### config.mk
export PLATFORM = sky130hd
export DESIGN_NAME = stg_back
export DESIGN_NICKNAME = d
export VERILOG_FILES = /design/src/rtl/core/stg_pkg.sv /design/src/rtl/core/stg_queue.sv /design/src/rtl/core/stg_back.sv
export SDC_FILE = /design/constraint.sdc
export NUM_CORES = 2
export LEC_CHECK = 0
export ABC_AREA = 1
export BUFFER_PORTS_ARGS = -buffer_cell sky130_fd_sc_hd__buf_2
export CORE_UTILIZATION = 33
export DETAILED_ROUTE_END_ITERATION = 8
export HOLD_SLACK_MARGIN = 0.02
export SLEW_MARGIN = 30
export SYNTH_ARGS = -nofsm -noshare
export SYNTH_HDL_FRONTEND = slang
export SYNTH_SLANG_ARGS = --single-unit
### constraint.sdc
create_clock -name clock -period 9.95 [get_ports clock]
set_clock_uncertainty 0.1 [all_clocks]
set_input_delay 0.4975 -clock clock [delete_from_list [all_inputs] [get_ports clock]]
set_output_delay 0.4975 -clock clock [all_outputs]
set_load 0.01 [all_outputs]
### src/rtl/core/stg_pkg.sv
// Shared types, constants and the quarter-wave sine table for the swept tone generator.
// Depends on nothing; every other file of the block refers to it by scoped names.
package stg_pkg;

   localparam int unsigned SINE_TABLE_DEPTH = 256;
   localparam int unsigned SINE_IDX_W       = $clog2(SINE_TABLE_DEPTH);
   localparam int unsigned MID_QUEUE_DEPTH  = 4;
   localparam int unsigned RSP_QUEUE_DEPTH  = 4;
   localparam int unsigned CSR_INDEX_W      = 3;
   localparam int unsigned CSR_DATA_W       = 32;

   localparam logic [15:0] FULL_SCALE   = 16'd32767;
   localparam logic [31:0] UNITY_SWEEP  = 32'h4000_0000;
   localparam logic [63:0] HALF_PI_Q30  = 64'd1686629713;
   localparam logic [63:0] ONE_Q30      = 64'd1073741824;

   typedef enum logic [CSR_INDEX_W-1:0] {
      CSR_START_INCREMENT = 3'd0,
      CSR_SWEEP_RATIO     = 3'd1,
      CSR_WAVE_SHAPE      = 3'd2,
      CSR_START_GAIN      = 3'd3,
      CSR_DECAY_RATIO     = 3'd4,
      CSR_TONE_LENGTH     = 3'd5,
      CSR_START_DELAY     = 3'd6
   } csr_index_type;

   typedef enum logic [1:0] {
      WAVE_SINE     = 2'd0,
      WAVE_SQUARE   = 2'd1,
      WAVE_TRIANGLE = 2'd2,
      WAVE_SAW      = 2'd3
   } wave_shape_type;

   typedef struct packed {
      logic [30:0]    start_increment;
      logic [31:0]    sweep_ratio;
      wave_shape_type wave_shape;
      logic [15:0]    start_gain;
      logic [31:0]    decay_ratio;
      logic [15:0]    tone_length;
      logic [15:0]    start_delay;
   } csr_type;

   // One sample's work as handed from the sequencer to the waveform pipeline.
   typedef struct packed {
      logic [31:0]    phase;
      logic [31:0]    gain;
      wave_shape_type shape;
      logic           tone;
      logic           busy;
      logic           last;
   } tone_item_type;

   typedef struct packed {
      logic signed [15:0] sample;
      logic               busy_res;
      logic               last;
   } rsp_beat_type;

   typedef logic [15:0] sine_rom_type [SINE_TABLE_DEPTH];

   // Quarter-wave sine sampled at bin centers, evaluated with a fixed-point
   // Taylor series in Q2.30 and rounded to Q1.15.
   function automatic sine_rom_type build_sine_rom();
      sine_rom_type rom;
      logic [63:0]  x;
      logic [63:0]  x2;
      logic [63:0]  t;
      logic [63:0]  s;
      logic [63:0]  v;
      for (int i = 0; i < SINE_TABLE_DEPTH; i++) begin
         // The table depth is a power of two, so dividing by twice the depth is a shift.
         x  = (HALF_PI_Q30 * (64'(2 * i) + 64'd1)) >> (SINE_IDX_W + 1);
         x2 = (x * x) >> 30;
         t  = ONE_Q30 - x2 / 64'd110;
         t  = ONE_Q30 - ((x2 * t) >> 30) / 64'd72;
         t  = ONE_Q30 - ((x2 * t) >> 30) / 64'd42;
         t  = ONE_Q30 - ((x2 * t) >> 30) / 64'd20;
         t  = ONE_Q30 - ((x2 * t) >> 30) / 64'd6;
         s  = (x * t) >> 30;
         v  = (s * 64'(FULL_SCALE) + 64'h2000_0000) >> 30;
         rom[i] = (v > 64'(FULL_SCALE)) ? FULL_SCALE : v[15:0];
      end
      return rom;
   endfunction

   localparam sine_rom_type SINE_ROM = build_sine_rom();

endpackage

### src/rtl/core/stg_queue.sv
// Small show-ahead queue built from registers, used between the sequencer and the
// waveform pipeline and as the result buffer. Depends on stg_pkg for its default depth.
module stg_queue #(
   parameter int unsigned DEPTH  = stg_pkg::MID_QUEUE_DEPTH,
   parameter int unsigned DATA_W = $bits(stg_pkg::tone_item_type)
) (
   input  logic                         clock,
   input  logic                         reset,
   input  logic                         push,
   input  logic [DATA_W-1:0]            push_data,
   input  logic                         pop,
   output logic [DATA_W-1:0]            pop_data,
   output logic                         full,
   output logic                         empty,
   output logic [$clog2(DEPTH+1)-1:0]   count
);

   localparam int unsigned PTR_W = $clog2(DEPTH);
   localparam int unsigned CNT_W = $clog2(DEPTH + 1);

   logic [DATA_W-1:0] mem_ff [DEPTH];
   logic [PTR_W-1:0]  wr_ptr_ff, wr_ptr_in;
   logic [PTR_W-1:0]  rd_ptr_ff, rd_ptr_in;
   logic [CNT_W-1:0]  count_ff, count_in;
   logic              do_push;
   logic              do_pop;

   assign full     = (count_ff == CNT_W'(DEPTH));
   assign empty    = (count_ff == '0);
   assign count    = count_ff;
   assign pop_data = mem_ff[rd_ptr_ff];
   assign do_push  = push && !full;
   assign do_pop   = pop && !empty;

   always_comb begin
      wr_ptr_in = wr_ptr_ff;
      rd_ptr_in = rd_ptr_ff;
      count_in  = count_ff;
      if (do_push) begin
         wr_ptr_in = (wr_ptr_ff == PTR_W'(DEPTH - 1)) ? '0 : wr_ptr_ff + 1'b1;
      end
      if (do_pop) begin
         rd_ptr_in = (rd_ptr_ff == PTR_W'(DEPTH - 1)) ? '0 : rd_ptr_ff + 1'b1;
      end
      case ({do_push, do_pop})
         2'b10:   count_in = count_ff + 1'b1;
         2'b01:   count_in = count_ff - 1'b1;
         default: count_in = count_ff;
      endcase
   end

   always_ff @(posedge clock) begin
      if (reset) begin
         wr_ptr_ff <= '0;
         rd_ptr_ff <= '0;
         count_ff  <= '0;
      end else begin
         wr_ptr_ff <= wr_ptr_in;
         rd_ptr_ff <= rd_ptr_in;
         count_ff  <= count_in;
      end
   end

   always_ff @(posedge clock) begin
      if (do_push) begin
         mem_ff[wr_ptr_ff] <= push_data;
      end
   end

`ifndef NO_ASSERTIONS
   a_count_bound: assert property (@(posedge clock) disable iff (reset)
      count_ff <= CNT_W'(DEPTH))
      else $error("queue holds more entries than its depth");

   a_count_grows: assert property (@(posedge clock) disable iff (reset)
      (do_push && !do_pop) |=> (count_ff == $past(count_ff) + 1'b1))
      else $error("queue count did not grow on a lone push");

   a_ptr_gap: assert property (@(posedge clock) disable iff (reset)
      (count_ff == '0) |-> (wr_ptr_ff == rd_ptr_ff))
      else $error("empty queue with pointers apart");
`endif

endmodule

### src/rtl/core/stg_back.sv
// Waveform pipeline of the swept tone generator: wave shaping with the sine table,
// gain multiply with saturation, and the result buffer. Depends on stg_pkg, stg_queue.
module stg_back #(
   parameter int unsigned RSP_DEPTH = stg_pkg::RSP_QUEUE_DEPTH
) (
   input  logic                     clock,
   input  logic                     reset,
   input  logic                     mid_empty,
   input  stg_pkg::tone_item_type   mid_item,
   output logic                     mid_pop,
   input  logic                     rsp_pop,
   output logic                     rsp_empty,
   output logic signed [15:0]       rsp_sample,
   output logic                     rsp_busy_res,
   output logic                     rsp_last
);

   localparam int unsigned CNT_W = $clog2(RSP_DEPTH + 1);

   logic [1:0]                      quad;
   logic [stg_pkg::SINE_IDX_W-1:0]  rom_idx;
   logic [17:0]                     tri_u;
   logic [17:0]                     tri_d;
   logic [15:0]                     mag_a;
   logic                            neg_a;

   logic        a_v_ff;
   logic [15:0] a_mag_ff;
   logic        a_neg_ff;
   logic [31:0] a_gain_ff;
   logic        a_busy_ff;
   logic        a_last_ff;

   logic [47:0]           prod;
   logic [14:0]           mag_b;
   stg_pkg::rsp_beat_type beat_b;
   stg_pkg::rsp_beat_type beat_out;
   logic [CNT_W-1:0]      rsp_count;
   logic                  rsp_full;

   // Pop only when the result buffer has room for this beat and the one ahead of it.
   assign mid_pop = !mid_empty &&
      ((CNT_W + 1)'(rsp_count) + (CNT_W + 1)'(a_v_ff) < (CNT_W + 1)'(RSP_DEPTH));

   always_comb begin
      quad    = mid_item.phase[31:30];
      rom_idx = mid_item.phase[29 -: stg_pkg::SINE_IDX_W];
      if (quad[0]) begin
         rom_idx = ~rom_idx;
      end
      tri_u = {1'b0, mid_item.phase[31:15]};
      tri_d = '0;
      mag_a = '0;
      neg_a = 1'b0;
      unique case (mid_item.shape)
         stg_pkg::WAVE_SINE: begin
            mag_a = stg_pkg::SINE_ROM[rom_idx];
            neg_a = quad[1];
         end
         stg_pkg::WAVE_SQUARE: begin
            mag_a = stg_pkg::FULL_SCALE;
            neg_a = mid_item.phase[31];
         end
         stg_pkg::WAVE_TRIANGLE: begin
            // Rising, falling through zero, then rising back; peaks clamp to full scale.
            if (tri_u < 18'd32768) begin
               tri_d = tri_u;
            end else if (tri_u <= 18'd65536) begin
               tri_d = 18'd65536 - tri_u;
            end else if (tri_u < 18'd98304) begin
               tri_d = tri_u - 18'd65536;
               neg_a = 1'b1;
            end else begin
               tri_d = 18'd131072 - tri_u;
               neg_a = 1'b1;
            end
            mag_a = tri_d[15] ? stg_pkg::FULL_SCALE : tri_d[15:0];
         end
         stg_pkg::WAVE_SAW: begin
            neg_a = !mid_item.phase[31];
            mag_a = mid_item.phase[31] ? {1'b0, mid_item.phase[30:16]}
                                       : 16'd32768 - {1'b0, mid_item.phase[30:16]};
         end
         default: ;
      endcase
      if (!mid_item.tone) begin
         mag_a = '0;
      end
   end

   always_ff @(posedge clock) begin
      if (reset) begin
         a_v_ff <= 1'b0;
      end else begin
         a_v_ff <= mid_pop;
      end
   end

   always_ff @(posedge clock) begin
      if (mid_pop) begin
         a_mag_ff  <= mag_a;
         a_neg_ff  <= neg_a;
         a_gain_ff <= mid_item.gain;
         a_busy_ff <= mid_item.busy;
         a_last_ff <= mid_item.last;
      end
   end

   always_comb begin
      // Magnitude times Q1.31 gain, truncated toward zero, then sign restored.
      prod  = 48'(a_mag_ff) * 48'(a_gain_ff);
      mag_b = (prod[47:46] != 2'b00) ? stg_pkg::FULL_SCALE[14:0] : prod[45:31];
      beat_b.sample   = a_neg_ff ? -$signed({1'b0, mag_b}) : $signed({1'b0, mag_b});
      beat_b.busy_res = a_busy_ff;
      beat_b.last     = a_last_ff;
   end

   stg_queue #(
      .DEPTH  (RSP_DEPTH),
      .DATA_W ($bits(stg_pkg::rsp_beat_type))
   ) u_rsp_queue (
      .clock     (clock),
      .reset     (reset),
      .push      (a_v_ff),
      .push_data (beat_b),
      .pop       (rsp_pop),
      .pop_data  (beat_out),
      .full      (rsp_full),
      .empty     (rsp_empty),
      .count     (rsp_count)
   );

   assign rsp_sample   = beat_out.sample;
   assign rsp_busy_res = beat_out.busy_res;
   assign rsp_last     = beat_out.last;

`ifndef NO_ASSERTIONS
   a_room_for_beat: assert property (@(posedge clock) disable iff (reset)
      a_v_ff |-> !rsp_full)
      else $error("pipeline beat arrived at a full result buffer");

   a_silent_not_last: assert property (@(posedge clock) disable iff (reset)
      (a_v_ff && a_last_ff) |-> a_busy_ff)
      else $error("final beat of a tone marked idle");

   a_pop_credit: assert property (@(posedge clock) disable iff (reset)
      mid_pop |=> (rsp_count < CNT_W'(RSP_DEPTH)))
      else $error("result buffer filled while a beat was in flight");
`endif

endmodule

==> key figures <==
Die
  • Die outline width: between 200 and 300 um
  • Die area: 0.0840 mm2
  • Core area: approximately 0.08 mm2
  • Top-level port count: 93
  • Floorplan die height: just under 300 um
  • Initial standard-cell utilization of the core: 0.333
  • Site row count: ~110

Clock network
  • Max H-tree Level: 4
  • Clock input transition at the sequential cells of the worst setup and hold paths: about 0.09 ns
  • Clock Tree Root: clkbuf_16
  • Clock latency reported for the late side of the worst-skew pair: between 0.4 and 0.5 ns
  • Hold-fix buffers at CTS: 0
  • Post_cts resized: 0
  • CTS buffer count: 17
  • Total clock sinks: around 130
  • Maximum buffer depth of the clock tree: 2
  • Count of buffers added by post-CTS timing repair for setup: 0
  • CTS tree: built

Logic synthesis
  • Synth area leaders: fa_1, nand2_1, edfxtp_1
  • Total nets after synthesis: roughly 4400
  • Synth async-reset ratio: 0
  • Gate Count Post-Synth: 3807
  • Largest area contributor in the synthesized netlist: fa_1
  • Post-synth design cell area: roughly 0.027 mm2
  • Syn_area_per_cell: about 7.2 um2
  • Number of synthesized flops with an enable pin: approximately 120
  • Most frequent cells after synthesis: nand2_1, inv_1, fa_1
  • Ys flop type: edfxtp_1
  • Most numerous cell in the Yosys netlist: nand2_1
  • Number of warning messages in the yosys log: 0
  • Sequential-to-total area share from yosys stat: 0.142
  • Count of different cell masters after synthesis: 65
  • Post-synthesis register bit count: 133
  • Area share of the largest cell type after synthesis: 0.306

Critical path
  • Most used cell along the critical path: inv_1
  • Slowest-stage cell, CP: edfxtp_1
  • Endpoint type of the worst setup path: register
  • Reg-to-reg endpoint: u_rsp_queue.mem_ff[0][16]
  • R2r setup slk: approximately 2 ns
  • Cell depth of the worst setup path: 36
  • Cell class contributing the biggest share of worst-path delay: adder cells
  • Start of the worst register-to-register path: a_mag_ff[4]
  • Count of buffer and inverter cells on the critical path: 10
  • Type of the worst setup path: register to register
  • Slowest cell delay on critical path: 0.80 ns
  • Crit path DAT: roughly 8 ns
  • Worst path required time: roughly 10 ns
  • CP max FO: 21
  • Startpoint class of the critical path: register
  • Worst Reg-to-Reg Cells: 36

Timing
  • Hold Vio Cnt, Final: 0
  • Unrepaired setup endpoints after global routing: false
  • Normalized max-slew margin: 0.335
  • Period Utilization, post-route: 0.798
  • Period minus WS final: 7.94 ns
  • Setup TNS after final layout: 0 ns
  • F_max: around 0.13 GHz
  • Transition at the pin with the smallest max-transition slack: 0.997 ns
  • Count of endpoints failing setup in the final report: 0
  • Number of slew-limit violations in the final report: 0

Global routing
  • Leftover overflow at the end of global routing: 0
  • Vias in the first global route: about 25000
  • Global router's overall resource usage: 0.211
  • Largest net degree at the start of global routing: 57
  • Wire length of the first global-routing pass: about 140 mm
  • Antenna violations before repair: 1

Route
  • Routed WL per cell: approximately 18 um
  • Number of remaining DRC errors: 0
  • Vias after detailed routing: approximately 24000
  • Remaining antenna violation count: 0
  • Wirelength, routed: approximately 87 mm
  • Starting DRT DRC Count: about 2000
  • Avg Vias per Cell: 5.02
  • Pre-Repair DR Iteration Count: 6

Hold path
  • Worst Hold Launch: mid_item[33]
  • Endpoint with the worst hold slack: a_gain_ff[28]
  • Number of stages on the worst hold path: 1
  • Hold WC Path Type: input pin to register

Layout
  • Multi-input logic area: ~0.019 mm2
  • Diode insertion count for antenna repair: 0
  • Area growth syn-to-layout: 6.84%
  • Total Nets Final: approximately 4400
  • Final design instance area without fill: between 0.02 and 0.03 mm2
  • Fill cell instance count of the final layout: ~8700
  • Utilization of the core after routing: 0.356
  • Share of final-layout standard cells stronger than drive strength 1: 0.0561
  • Flip-flop and latch area: just under 0.004 mm2
  • Final standard cell count with taps included and fillers excluded: roughly 4800

Place
  • Placed wire-length estimate after detailed placement: ~67 mm
  • Post-Place Cells: between 4000 and 5000
  • Count of input and output buffers: between 70 and 80
  • Routability-driven placement congestion ratio: between 1 and 1.5
  • Total placed instance area: roughly 0.029 mm2

Run status
  • Status: completed

Job
  • Total of max-cap violations: 0
per-layer routing:
| layer | global-route usage | wire length, um |
|---|---|---|
| met3 | 0.0231 | 5340 |
| met2 | 0.367 | 42300 |
| met1 | 0.271 | 36600 |
| met5 | 0 | 11 |
| met4 | 0.0763 | 2780 |
area by class of cell:
class	count	area share
tap	1070	0.0458
timing repair buffer	113	0.0228
clock inverter	15	0.00548
sequential	133	0.133
multi-input combinational	2538	0.655
clock buffer	17	0.0146
inverter	960	0.123
worst max-delay path by stage:
stage / slack (ns) / start / end
after CTS: 1.97 / a_mag_ff[4] / u_rsp_queue.mem_ff[0][16]
after floorplan: 3.11 / a_gain_ff[21] / u_rsp_queue.mem_ff[0][16]
after global placement: 1.81 / a_mag_ff[7] / u_rsp_queue.mem_ff[2][16]
after detailed placement: 2.00 / a_mag_ff[4] / u_rsp_queue.mem_ff[2][16]
after global routing: 1.37 / a_mag_ff[4] / u_rsp_queue.mem_ff[0][16]
final: 2.01 / a_mag_ff[4] / u_rsp_queue.mem_ff[0][16]
cells in the final DEF, fill, tap and decap left out, types with 5 or more instances in the layout:
| cell type | Yosys | layout |
|---|---|---|
| buf_4 | 5 | 33 |
| inv_2 | 9 | 11 |
| xnor2_1 | 7 | 5 |
| nand4_1 | 25 | 25 |
| edfxtp_1 | 123 | 123 |
| ha_1 | 144 | 144 |
| o22ai_1 | 26 | 26 |
| nand2_1 | 1055 | 1055 |
| o2111ai_1 | 5 | 5 |
| nor2_2 | 18 | 18 |
| nand3_1 | 131 | 131 |
| nor2_1 | 221 | 221 |
| fa_1 | 418 | 418 |
| a31oi_1 | 24 | 24 |
| nor3_1 | 28 | 28 |
| o21bai_1 | 15 | 15 |
| a211oi_1 | 7 | 7 |
| o221ai_1 | 6 | 6 |
| o311ai_0 | 5 | 5 |
| xor2_1 | 8 | 8 |
| o311ai_1 | 7 | 7 |
| a21oi_1 | 118 | 118 |
| inv_6 | 0 | 6 |
| dfxtp_1 | 10 | 10 |
| clkbuf_16 | 0 | 17 |
| o21ai_0 | 164 | 164 |
| buf_2 | 26 | 77 |
| o211ai_1 | 23 | 23 |
| inv_1 | 948 | 947 |
| nand2_2 | 15 | 15 |
| o21ai_1 | 15 | 15 |
through the flow:
stage	hold WS [ns]	worst slack, ns
5_1_grt	0.106	1.37
2_1_floorplan	0.357	3.11
3_3_place_gp	0.379	1.81
6_report	0.115	2.01
3_5_place_dp	0.390	2.00
4_1_cts	0.0915	1.97
registers in the layout, indices dropped and copies added (netlist names), 2 cells and up, named ones only:
name / cells
u_rsp_queue.wr_ptr_ff: 2
u_rsp_queue.mem_ff: 72
a_gain_ff: 32
a_mag_ff: 16
u_rsp_queue.count: 3
u_rsp_queue.rd_ptr_ff: 2
logic make-up (layout without fill, tap and decap cells):
| family | after synthesis | after routing | synth area share |
|---|---|---|---|
| AOI/OAI and AO/OA | 440 | 440 | 0.0932 |
| DFF | 133 | 133 | 0.142 |
| xor gates and xnor gates | 18 | 18 | 0.00741 |
| buffers and inverters | 1136 | 1105 | 0.159 |
| and+or+nand+nor | 1518 | 1518 | 0.227 |
| adders and majority gates | 562 | 562 | 0.372 |
Power is left out: the tool's default activity adds up to more than one toggle a clock period on the data nets, which glitch-free logic cannot reach.
