--- src/rtl/core/stg_pkg.sv ---
// Shared types, constants and the quarter-wave sine table for the swept tone generator.
// Depends on nothing; every other file of the block refers to it by scoped names.
package stg_pkg;

   localparam int unsigned SINE_TABLE_DEPTH = 256;
   localparam int unsigned SINE_IDX_W       = $clog2(SINE_TABLE_DEPTH);
   localparam int unsigned MID_QUEUE_DEPTH  = 4;
   localparam int unsigned RSP_QUEUE_DEPTH  = 4;
   localparam int unsigned CSR_INDEX_W      = 3;
   localparam int unsigned CSR_DATA_W       = 32;

   localparam logic [15:0] FULL_SCALE   = 16'd32767;
   localparam logic [31:0] UNITY_SWEEP  = 32'h4000_0000;
   localparam logic [63:0] HALF_PI_Q30  = 64'd1686629713;
   localparam logic [63:0] ONE_Q30      = 64'd1073741824;

   typedef enum logic [CSR_INDEX_W-1:0] {
      CSR_START_INCREMENT = 3'd0,
      CSR_SWEEP_RATIO     = 3'd1,
      CSR_WAVE_SHAPE      = 3'd2,
      CSR_START_GAIN      = 3'd3,
      CSR_DECAY_RATIO     = 3'd4,
      CSR_TONE_LENGTH     = 3'd5,
      CSR_START_DELAY     = 3'd6
   } csr_index_type;

   typedef enum logic [1:0] {
      WAVE_SINE     = 2'd0,
      WAVE_SQUARE   = 2'd1,
      WAVE_TRIANGLE = 2'd2,
      WAVE_SAW      = 2'd3
   } wave_shape_type;

   typedef struct packed {
      logic [30:0]    start_increment;
      logic [31:0]    sweep_ratio;
      wave_shape_type wave_shape;
      logic [15:0]    start_gain;
      logic [31:0]    decay_ratio;
      logic [15:0]    tone_length;
      logic [15:0]    start_delay;
   } csr_type;

   // One sample's work as handed from the sequencer to the waveform pipeline.
   typedef struct packed {
      logic [31:0]    phase;
      logic [31:0]    gain;
      wave_shape_type shape;
      logic           tone;
      logic           busy;
      logic           last;
   } tone_item_type;

   typedef struct packed {
      logic signed [15:0] sample;
      logic               busy_res;
      logic               last;
   } rsp_beat_type;

   typedef logic [15:0] sine_rom_type [SINE_TABLE_DEPTH];

   // Quarter-wave sine sampled at bin centers, evaluated with a fixed-point
   // Taylor series in Q2.30 and rounded to Q1.15.
   function automatic sine_rom_type build_sine_rom();
      sine_rom_type rom;
      logic [63:0]  x;
      logic [63:0]  x2;
      logic [63:0]  t;
      logic [63:0]  s;
      logic [63:0]  v;
      for (int i = 0; i < SINE_TABLE_DEPTH; i++) begin
         // The table depth is a power of two, so dividing by twice the depth is a shift.
         x  = (HALF_PI_Q30 * (64'(2 * i) + 64'd1)) >> (SINE_IDX_W + 1);
         x2 = (x * x) >> 30;
         t  = ONE_Q30 - x2 / 64'd110;
         t  = ONE_Q30 - ((x2 * t) >> 30) / 64'd72;
         t  = ONE_Q30 - ((x2 * t) >> 30) / 64'd42;
         t  = ONE_Q30 - ((x2 * t) >> 30) / 64'd20;
         t  = ONE_Q30 - ((x2 * t) >> 30) / 64'd6;
         s  = (x * t) >> 30;
         v  = (s * 64'(FULL_SCALE) + 64'h2000_0000) >> 30;
         rom[i] = (v > 64'(FULL_SCALE)) ? FULL_SCALE : v[15:0];
      end
      return rom;
   endfunction

   localparam sine_rom_type SINE_ROM = build_sine_rom();

endpackage

--- src/rtl/core/stg_queue.sv ---
// Small show-ahead queue built from registers, used between the sequencer and the
// waveform pipeline and as the result buffer. Depends on stg_pkg for its default depth.
module stg_queue #(
   parameter int unsigned DEPTH  = stg_pkg::MID_QUEUE_DEPTH,
   parameter int unsigned DATA_W = $bits(stg_pkg::tone_item_type)
) (
   input  logic                         clock,
   input  logic                         reset,
   input  logic                         push,
   input  logic [DATA_W-1:0]            push_data,
   input  logic                         pop,
   output logic [DATA_W-1:0]            pop_data,
   output logic                         full,
   output logic                         empty,
   output logic [$clog2(DEPTH+1)-1:0]   count
);

   localparam int unsigned PTR_W = $clog2(DEPTH);
   localparam int unsigned CNT_W = $clog2(DEPTH + 1);

   logic [DATA_W-1:0] mem_ff [DEPTH];
   logic [PTR_W-1:0]  wr_ptr_ff, wr_ptr_in;
   logic [PTR_W-1:0]  rd_ptr_ff, rd_ptr_in;
   logic [CNT_W-1:0]  count_ff, count_in;
   logic              do_push;
   logic              do_pop;

   assign full     = (count_ff == CNT_W'(DEPTH));
   assign empty    = (count_ff == '0);
   assign count    = count_ff;
   assign pop_data = mem_ff[rd_ptr_ff];
   assign do_push  = push && !full;
   assign do_pop   = pop && !empty;

   always_comb begin
      wr_ptr_in = wr_ptr_ff;
      rd_ptr_in = rd_ptr_ff;
      count_in  = count_ff;
      if (do_push) begin
         wr_ptr_in = (wr_ptr_ff == PTR_W'(DEPTH - 1)) ? '0 : wr_ptr_ff + 1'b1;
      end
      if (do_pop) begin
         rd_ptr_in = (rd_ptr_ff == PTR_W'(DEPTH - 1)) ? '0 : rd_ptr_ff + 1'b1;
      end
      case ({do_push, do_pop})
         2'b10:   count_in = count_ff + 1'b1;
         2'b01:   count_in = count_ff - 1'b1;
         default: count_in = count_ff;
      endcase
   end

   always_ff @(posedge clock) begin
      if (reset) begin
         wr_ptr_ff <= '0;
         rd_ptr_ff <= '0;
         count_ff  <= '0;
      end else begin
         wr_ptr_ff <= wr_ptr_in;
         rd_ptr_ff <= rd_ptr_in;
         count_ff  <= count_in;
      end
   end

   always_ff @(posedge clock) begin
      if (do_push) begin
         mem_ff[wr_ptr_ff] <= push_data;
      end
   end

`ifndef NO_ASSERTIONS
   a_count_bound: assert property (@(posedge clock) disable iff (reset)
      count_ff <= CNT_W'(DEPTH))
      else $error("queue holds more entries than its depth");

   a_count_grows: assert property (@(posedge clock) disable iff (reset)
      (do_push && !do_pop) |=> (count_ff == $past(count_ff) + 1'b1))
      else $error("queue count did not grow on a lone push");

   a_ptr_gap: assert property (@(posedge clock) disable iff (reset)
      (count_ff == '0) |-> (wr_ptr_ff == rd_ptr_ff))
      else $error("empty queue with pointers apart");
`endif

endmodule

--- config.mk ---
export PLATFORM = sky130hd
export DESIGN_NAME = stg_queue
export DESIGN_NICKNAME = d
export VERILOG_FILES = /design/src/rtl/core/stg_pkg.sv /design/src/rtl/core/stg_queue.sv
export SDC_FILE = /design/constraint.sdc
export NUM_CORES = 1
export LEC_CHECK = 0
export BUFFER_PORTS_ARGS = -buffer_cell sky130_fd_sc_hd__buf_4
export CAP_MARGIN = 10
export CELL_PAD_IN_SITES_DETAIL_PLACEMENT = 0
export CELL_PAD_IN_SITES_GLOBAL_PLACEMENT = 2
export CORE_MARGIN = 3
export CORE_UTILIZATION = 44
export DETAILED_ROUTE_END_ITERATION = 6
export PLACE_DENSITY_LB_ADDON = 0.15
export SLEW_MARGIN = 40
export SYNTH_ARGS = -nofsm -noshare
export SYNTH_HDL_FRONTEND = slang
export SYNTH_SLANG_ARGS = --single-unit
--- constraint.sdc ---
create_clock -name clock -period 3.35 [get_ports clock]
set_input_delay 0.335 -clock clock [delete_from_list [all_inputs] [get_ports clock]]
set_output_delay 0.335 -clock clock [all_outputs]
set_load 0.005 [all_outputs]
==> impl_metrics.toml, run 1 <==
[status]
status = "finished, final reports clean"

[logic_synthesis]
synth_compound_area_share_pct = 0.504
synthesis.area_um2 = 10400
synthAdderAreaFrac_pct = 0.911
synth_top_family_by_area = "multiplexers"
ys_seq_area_share_pct = 81.2
yosys.area_share.simple_pct = 0.959
syn_area_per_cell_um2 = 25.1
syn-num-nets = 495
netlist_instances = 415
yosysWarnings = 0
synth_xor_area_share_pct = 0.168
yosys.cell_types.count = 25
synthMuxAreaShare_pct = 15.0
ys_seq_elements = 285

[floorplan]
ios = 147
die_h_um = 160
die_width_um = 160
row_count = 55
core_area_um2 = 23000
start_util_pct = 45.4
dieArea_um2 = 25600

[min_path]
hold_depth = 2
worstHoldEndpoint = "count[2]$_SDFFE_PP0P_"
hold_start = "reset"
min_path_type = "input pin to flip-flop"

[worst_setup_path]
timing_worst_setup_path_type = "flip-flop to output port"
crit_family = "flip-flops"
worst_ep_arrival_time_ps = 2330
crit_top_cell = "buf_4"
r2r_end = "count[2]$_SDFFE_PP0P_"
crit_chain = "buf_4 > mux4_2 > buf_4"
timing.reg2reg.setup_slack_ps = 730
crit_path_top_delay_cell = "dfxtp_4"
endpoint_kind = "output port"
slowest_delay_ps = 770
reg2reg_from = "count[2]$_SDFFE_PP0P_"
crit_buf_inv = 2
crit_required_ps = 3010
r2r_cells = 9
crit_fanout = 30
startpoint_type = "flip-flop"

[drt]
ant_nets = 0
dr_total_vias = 4996
wl_per_cell_um = 19.9
first_pass_iters = 5
drt_wl_total_um = 19600
drc = 0
drt_iter0_drc = 274
vias_per_cell = 5.08

[power_and_ir_drop]
peakVddDrop_v = 0.000450
p_switching_w = 0.00222
clkPwrFrac_pct = 32.3
internal-power_w = 0.00724
p_leak_nw = 4.62
combPwrFrac_pct = 20.5
seqPwrFrac_pct = 47.3
power.density_nw_per_um2 = 697
swShare_pct = 23.5

[place]
routabilityCongestion = 0.711
place_ws_ps = 752
postPlaceCellArea_um2 = 12000
place_hpwl_um = 11400
place_inst = 864
portBuffers = 146

[layout]
num_antenna_cells = 0
multi_input_area_um2 = 1840
final_cells = 984
finish.utilization_pct = 59.1
synthToLayoutAreaGrowth_pct = 30.2
regArea_um2 = 8480
stdcell_area_um2 = 13600
drive_gt1_share_pct = 40.5
fillers = 1758
final_cell_mix = "276 x edfxtp_1, 147 x buf_4, 69 x mux4_2, 69 x dlygate4sd3_1, 29 x clkbuf_16"
nets = 731
final_common_cell = "edfxtp_1"

[clock_network]
tritoncts = "done"
cts_setup_buffers = 0
holdBufCountCts = 69
clockBufferDepth = 3
path_clk_slew_ps = 60
ctsRootBufferMaster = "clkbuf_16"
clkLatencyLatePin_ps = 540
h-tree-depth = 1
clock_sinks = 285
cts_resized = 0
cts_buffers = 29

[timing]
drv_slew = 0
rsz0062_at_grt = "false"
fin_setup_tns_ps = 0
worst_slack_ps = 682
tightest_slew_ps = 645
fin_worst_skew_ps = 11.9
max_freq_mhz = 375
finalHoldViolCount = 0
fin_crit_ps = 2670
finalSetupViolations = 0
slew_headroom_pct = 57.0
fin_crit_sh_pct = 79.6

[global_route]
gr-total-overflow = 0
grt_max_degree = 41
grt_pass1_wl_um = 31100
grt_use_total_pct = 15.5
antenna_found_initial = 0
grt_pass1_vias = 5630

[run]
cap_violations = 0
state kept, by name, summed over array words and instances (netlist names), named ones only:
signal,count
count,3
wr_ptr_ff,2
rd_ptr_ff,2
mem_ff,276
power groups by stage:
stage          Clock, W  Combinational [W]  Sequential [W]
2_1_floorplan         0            0.00109         0.00442
3_3_place_gp          0            0.00191         0.00454
3_5_place_dp          0            0.00192         0.00456
4_1_cts         0.00313            0.00200         0.00449
5_1_grt         0.00329            0.00210         0.00452
6_report        0.00306            0.00194         0.00447
synthesized netlist by cell type:
master      n  area [um^2]
nand2_1     1         3.75
nor2_1      4         15.0
and3_2      4         30.0
or3b_1      1         8.76
inv_1       8         30.0
a21oi_1     4         20.0
xor2_1      2         17.5
o21ai_0     1         5.00
fa_1        1         20.0
and2_4      1         8.76
mux4_2     69         1550
edfxtp_1  276         8290
a21o_1      1         7.51
mux2i_1     1         10.0
ha_1        6         75.1
o31ai_2     1         12.5
dfxtp_1     9          180
clkbuf_1    6         22.5
nand3_1     2         10.0
buf_2       8         40.0
nor3_1      2         10.0
or3_2       1         7.51
buf_6       4         45.0
or3_1       1         6.26
o31ai_1     1         7.51
per-stage QoR:
| step | power [W] | hold WS [ps] |
|---|---|---|
| floorplan | 0.00550 | 434 |
| global placement | 0.00645 | 463 |
| detailed placement | 0.00649 | 489 |
| CTS | 0.00962 | 26.4 |
| global route | 0.00991 | 32.2 |
| finish | 0.00946 | 42.5 |
worst max path at each step:
stage | startpoint | endpoint | slack (ps) | cells after the start
after floorplan | count[2]$_SDFFE_PP0P_ | count[2]$_SDFFE_PP0P_ | 960 | 10
after global placement | count[2]$_SDFFE_PP0P_ | count[2]$_SDFFE_PP0P_ | 860 | 9
after detailed placement | count[2]$_SDFFE_PP0P_ | count[2]$_SDFFE_PP0P_ | 750 | 9
after CTS | flip-flop | pop_data[19] | 580 | 3
after global routing | flip-flop | pop_data[19] | 480 | 3
final | flip-flop | pop_data[6] | 680 | 3
layout make-up:
type / count / share of cell area (%)
sequential: 285 / 62.4
timing repair buffer: 223 / 14.2
multi-input combinational: 104 / 13.6
clock buffer: 36 / 5.54
tap: 313 / 2.88
clock inverter: 15 / 1.14
inverter: 8 / 0.221
worst reg2reg max path, delay by kind of cell, from the launching register on:
kind            cells  cell delay (ps)
simple gates        3             1170
compound gates      1              150
buf+inv             2              110
flops               1              420
fa+ha+maj           2              550
xor+xnor            1              160
cell families after synthesis:
logic type | after synthesis
buffers and inverters | 26
XOR/XNOR | 2
AO/OA/AOI/OAI | 8
adder cells (fa/ha/maj) | 7
multiplexers | 70
flip-flops | 285
AND/OR/NAND/NOR | 17
layer usage:
layer  GRT usage [%]  vias up  routed length, um  part of all wire, %
met2            27.0      127              10200                   52
met5               0        -                  0                    0
met4            4.14        0                426                  2.2
met3            3.22       33                954                  4.9
li1                -     2235                  -                    -
met1            19.9     2601               8030                   41
Note: power is estimated with default switching activity, not from simulation.
==> run 2: changes to the inputs <==
Clock period 3.35 ns to 2.8 ns, I/O delays scaled along.
==> run 2 against run 1 <==
Net effect: critical endpoint is now pop_data[15]; global-route usage is 0.19 points lower; clock power is 17% higher; critical path depth stayed put; total power is 19% higher; register-to-register slack worse by 360 ps; critical path type unchanged; die area stayed put; wire length is 0.54% lower; cell count is 1.0% higher.
==> impl_metrics.toml, run 2 (synthesized netlist as in run 1, its figures left out) <==
[global_route]
grt_max_degree = 49
grt_pass1_wl_um = 30700
antenna_found_initial = 0
grt_use_total_pct = 15.3
grt_pass1_vias = 5487
gr-total-overflow = 0

[clock_network]
clockBufferDepth = 3
holdBufCountCts = 70
clock_sinks = 285
cts_buffers = 29
tritoncts = "done"
ctsRootBufferMaster = "clkbuf_16"
clkLatencyLatePin_ps = 520
cts_setup_buffers = 0
path_clk_slew_ps = 60
cts_resized = 0
h-tree-depth = 1

[timing]
fin_crit_sh_pct = 87.2
finalSetupViolations = 0
fin_setup_tns_ps = 0
drv_slew = 0
fin_worst_skew_ps = 8.63
slew_headroom_pct = 60.5
fin_crit_ps = 2440
finalHoldViolCount = 0
max_freq_mhz = 410
rsz0062_at_grt = "false"
tightest_slew_ps = 588

[worst_setup_path]
crit_buf_inv = 2
crit_required_ps = 2520
crit_path_top_delay_cell = "dfxtp_4"
crit_chain = "buf_12 > mux4_2 > buf_4"
endpoint_kind = "output port"
crit_fanout = 25
worst_ep_arrival_time_ps = 2160
slowest_delay_ps = 610
timing_worst_setup_path_type = "flip-flop to output port"
startpoint_type = "flip-flop"
crit_family = "flip-flops"

[drt]
wl_per_cell_um = 19.6
drt_wl_total_um = 19500
first_pass_iters = 4
dr_total_vias = 5003
drt_iter0_drc = 348
drc = 0
ant_nets = 0
vias_per_cell = 5.03

[floorplan]
core_area_um2 = 23000
die_width_um = 160
dieArea_um2 = 25600
start_util_pct = 45.4
row_count = 55
die_h_um = 160
ios = 147

[status]
status = "finished, final reports clean"

[place]
postPlaceCellArea_um2 = 12000
portBuffers = 146
routabilityCongestion = 0.691
place_hpwl_um = 11600

[layout]
final_cell_mix = "276 x edfxtp_1, 155 x buf_4, 70 x dlygate4sd3_1"
stdcell_area_um2 = 13600
synthToLayoutAreaGrowth_pct = 30.7
num_antenna_cells = 0
final_common_cell = "edfxtp_1"
largest-register = "mem_ff"
nets = 740
drive_gt1_share_pct = 41.0
largest_register_ffs = 276

[power_and_ir_drop]
peakVddDrop_v = 0.000456
power.density_nw_per_um2 = 825
p_leak_nw = 4.66

[min_path]
min_path_type = "input pin to flip-flop"

[run]
cap_violations = 0
==> run 2: routing by layer <==
| metal | up-vias | global-route usage [%] | routed length (um) | part of all wire (%) |
|---|---|---|---|---|
| met4 | 0 | 3.63 | 335 | 1.7 |
| met1 | 2608 | 20.0 | 8130 | 42 |
| met5 | - | 0 | 0 | 0 |
| met2 | 118 | 26.7 | 10100 | 52 |
| met3 | 25 | 3.01 | 911 | 4.7 |
| li1 | 2252 | - | - | - |
==> run 2: final cells by class <==
cell class              instances  area [um^2]
multi-input cells             104         1840
clock buffers                  38          769
clock inverters                14          119
inverters                       8         30.0
repair buffers                232         2000
well taps                     313          392
fillers                      1710         9350
flip-flops and latches        285         8480
==> run 2: through the flow <==
step	instances	util (%)	hold slack, ps	setup WS (ps)	power [W]
6_report	994	59.3	72.6	360	0.0112
3_3_place_gp	872	52.4	478	476	0.00774
5_1_grt	994	59.3	75.5	212	0.0118
2_1_floorplan	415	-	379	410	0.00658
3_5_place_dp	872	52.4	482	380	0.00777
4_1_cts	994	59.3	46.4	260	0.0114
==> run 2: power breakdown <==
group | internal (W) | leakage, nW | switching, W
Clock | 0.00210 | 0.430 | 0.00146
Combinational | 0.00139 | 1.62 | 0.000983
Sequential | 0.00512 | 2.61 | 0.000189
==> run 2: final timing paths <==
| check | startpoint | end | slack, ps | cells after the start |
|---|---|---|---|---|
| max reg2reg | count[2]$_SDFFE_PP0P_ | count[2]$_SDFFE_PP0P_ | 370 | 9 |
| max | flip-flop | pop_data[15] | 360 | 3 |
| min | push | wr_ptr_ff[0]$_SDFFE_PP0P_ | 70 | 3 |
| min reg2reg | rd_ptr_ff[0]$_SDFFE_PP0N_ | flip-flop | 510 | 2 |
==> run 2: worst reg2reg max path: cells and delay by family (launching register included) <==
kind / cells / cell delay [ps]
compound gates: 1 / 160
buf+inv: 2 / 110
flops: 1 / 410
simple gates: 3 / 980
xor+xnor: 1 / 160
fa+ha+maj: 2 / 550
==> run 3: changes to the inputs <==
Settings changed: CORE_UTILIZATION 44 to 46, CTS_BUF_LIST set to sky130_fd_sc_hd__clkbuf_2.
==> run 3 against run 2 <==
Net effect: non-clock buffer count up 8; hold slack better by 160 ps; largest power group unchanged; first-iteration DRC count down 24%; die area down 4.2%; setup slack worse by 150 ps; clock power down 28%; wire length up 3.1%; via count up 5.4%; final area down 1.7%; sequential power down 1%.
==> impl_metrics.toml, run 3 (synthesized netlist as in run 1, its figures left out) <==
[floorplan]
dieArea_um2 = 24500
die_h_um = 157
core_area_um2 = 22000
start_util_pct = 47.4
row_count = 54
ios = 147
die_width_um = 157

[layout]
largest-register = "mem_ff"
fillers = 1632
final_cell_mix = "276 x edfxtp_1, 159 x buf_4, 103 x clkbuf_2"
final_cells = 1038
finish.utilization_pct = 60.8
stdcell_area_um2 = 13400
drive_gt1_share_pct = 46.5
largest_register_ffs = 276
final_common_cell = "edfxtp_1"
synthToLayoutAreaGrowth_pct = 28.4
nets = 790

[clock_network]
cts_resized = 0
path_clk_slew_ps = 110
ctsRootBufferMaster = "clkbuf_2"
tritoncts = "done"
h-tree-depth = 3
clock_sinks = 285
clockBufferDepth = 3
clkLatencyLatePin_ps = 780
cts_buffers = 71

[global_route]
grt_use_total_pct = 16.7
gr-total-overflow = 0
grt_max_degree = 41
busiest_layer = "met2"
grt_use_met3_pct = 5.89
antenna_found_initial = 0
use_met2_pct = 26.9
grt_use_met1_pct = 21.6
grt_pass1_vias = 5847
grt_pass1_wl_um = 31000

[worst_setup_path]
crit_fanout = 9
endpoint_kind = "flip-flop"
crit_chain = "or3b_1 > and2_4 > inv_1 > ha_1 > inv_1 > fa_1 > xor2_1 > or3_2 > a21oi_1"
worst_ep_arrival_time_ps = 3260
r2r_cells = 9
crit_buf_inv = 2
crit_top_cell = "inv_1"
critPathLaunch = "count[2]$_SDFFE_PP0P_"
crit_required_ps = 3470
timing_worst_setup_path_type = "flip-flop to flip-flop"
crit_end = "count[2]$_SDFFE_PP0P_"
crit_cells = 9
r2r_end = "count[2]$_SDFFE_PP0P_"
crit_path_top_delay_cell = "or3b_1"
crit_family = "simple AND/OR/NAND/NOR gates"
reg2reg_from = "count[2]$_SDFFE_PP0P_"
startpoint_type = "flip-flop"
timing.reg2reg.setup_slack_ps = 210
slowest_delay_ps = 510

[timing]
finalHoldViolCount = 0
fin_crit_sh_pct = 92.6
rsz0062_at_grt = "false"
slew_headroom_pct = 57.8
finalSetupViolations = 0
fin_worst_skew_ps = 44.0
fin_setup_tns_ps = 0
tightest_slew_ps = 633
drv_slew = 0
max_freq_mhz = 386
fin_crit_ps = 2590

[drt]
drt_wl_total_um = 20100
vias_per_cell = 5.08
first_pass_iters = 4
wl_per_cell_um = 19.4
drc = 0
drt_iter0_drc = 266
ant_nets = 0
dr_total_vias = 5272

[place]
place_hpwl_um = 11600
postPlaceCellArea_um2 = 12000
portBuffers = 146
place_inst = 839
routabilityCongestion = 0.724

[run]
cap_violations = 0

[power_and_ir_drop]
p_leak_nw = 4.75
peakVddDrop_v = 0.000507
power.density_nw_per_um2 = 770

[min_path]
min_path_type = "input pin to flip-flop"

[status]
status = "finished, final reports clean"
run 3: cell types whose count changed in the layout (fill, tap and decap cells not counted), sizes merged:
cell         previous run  this run
bufinv                  2         1
diode                   0         1
dlygate4sd3            70        73
clkinvlp                2         0
buf                   162       167
clkbuf                 38       103
inv                     8        10
clkinv                 10        14
run 3: per-stage QoR:
step / setup WS [ps] / power [W] / hold WS (ps)
global placement: 301 / 0.00772 / 477
floorplan: 410 / 0.00658 / 379
detailed placement: 227 / 0.00776 / 483
global route: 38.0 / 0.0110 / 153
finish: 208 / 0.0103 / 234
CTS: 36.7 / 0.0105 / 130
run 3: routing by layer:
metal	up-vias	share of wire (%)
met2	163	51
met5	-	0
li1	2390	-
met1	2695	42
met4	0	1.2
met3	24	6.3
run 3: area by class of cell:
| type | count | area, um^2 | area share (%) |
|---|---|---|---|
| Sequential cell | 285 | 8480 | 63.2 |
| Timing Repair Buffer | 240 | 2090 | 15.6 |
| Multi-Input combinational cell | 104 | 1840 | 13.8 |
| Clock buffer | 103 | 515 | 3.85 |
| Tap cell | 280 | 350 | 2.61 |
| Clock inverter | 17 | 91.3 | 0.682 |
| Inverter | 8 | 30.0 | 0.224 |
| Antenna cell | 1 | 2.50 | 0.0187 |
run 3: what timing repair did:
item	in CTS	in global routing
setup endpoints to repair	11	4
hold buffers	73	0
setup buffers	4	1
endpoints found under the hold margin	285	0
run 3: how the worst min path moves through the flow:
| stage | slack [ps] | cells past startpoint | to | from |
|---|---|---|---|---|
| after detailed placement | 480 | 1 | mem_ff[0][3]$_DFFE_PP_ | push_data[3] |
| after global placement | 480 | 2 | flip-flop | rd_ptr_ff[0]$_SDFFE_PP0N_ |
| final | 230 | 2 | mem_ff[1][8]$_DFFE_PP_ | push_data[8] |
| after CTS | 130 | 2 | mem_ff[1][8]$_DFFE_PP_ | push_data[8] |
| after floorplan | 380 | 0 | mem_ff[0][0]$_DFFE_PP_ | push_data[0] |
| after global routing | 150 | 2 | mem_ff[2][64]$_DFFE_PP_ | push_data[64] |
run 3: where the power goes:
group          internal (W)  switching (W)  leakage [nW]
combinational       0.00144        0.00106          1.67
sequential          0.00511       0.000131          2.61
clock               0.00106        0.00152         0.475
total               0.00761        0.00271          4.75
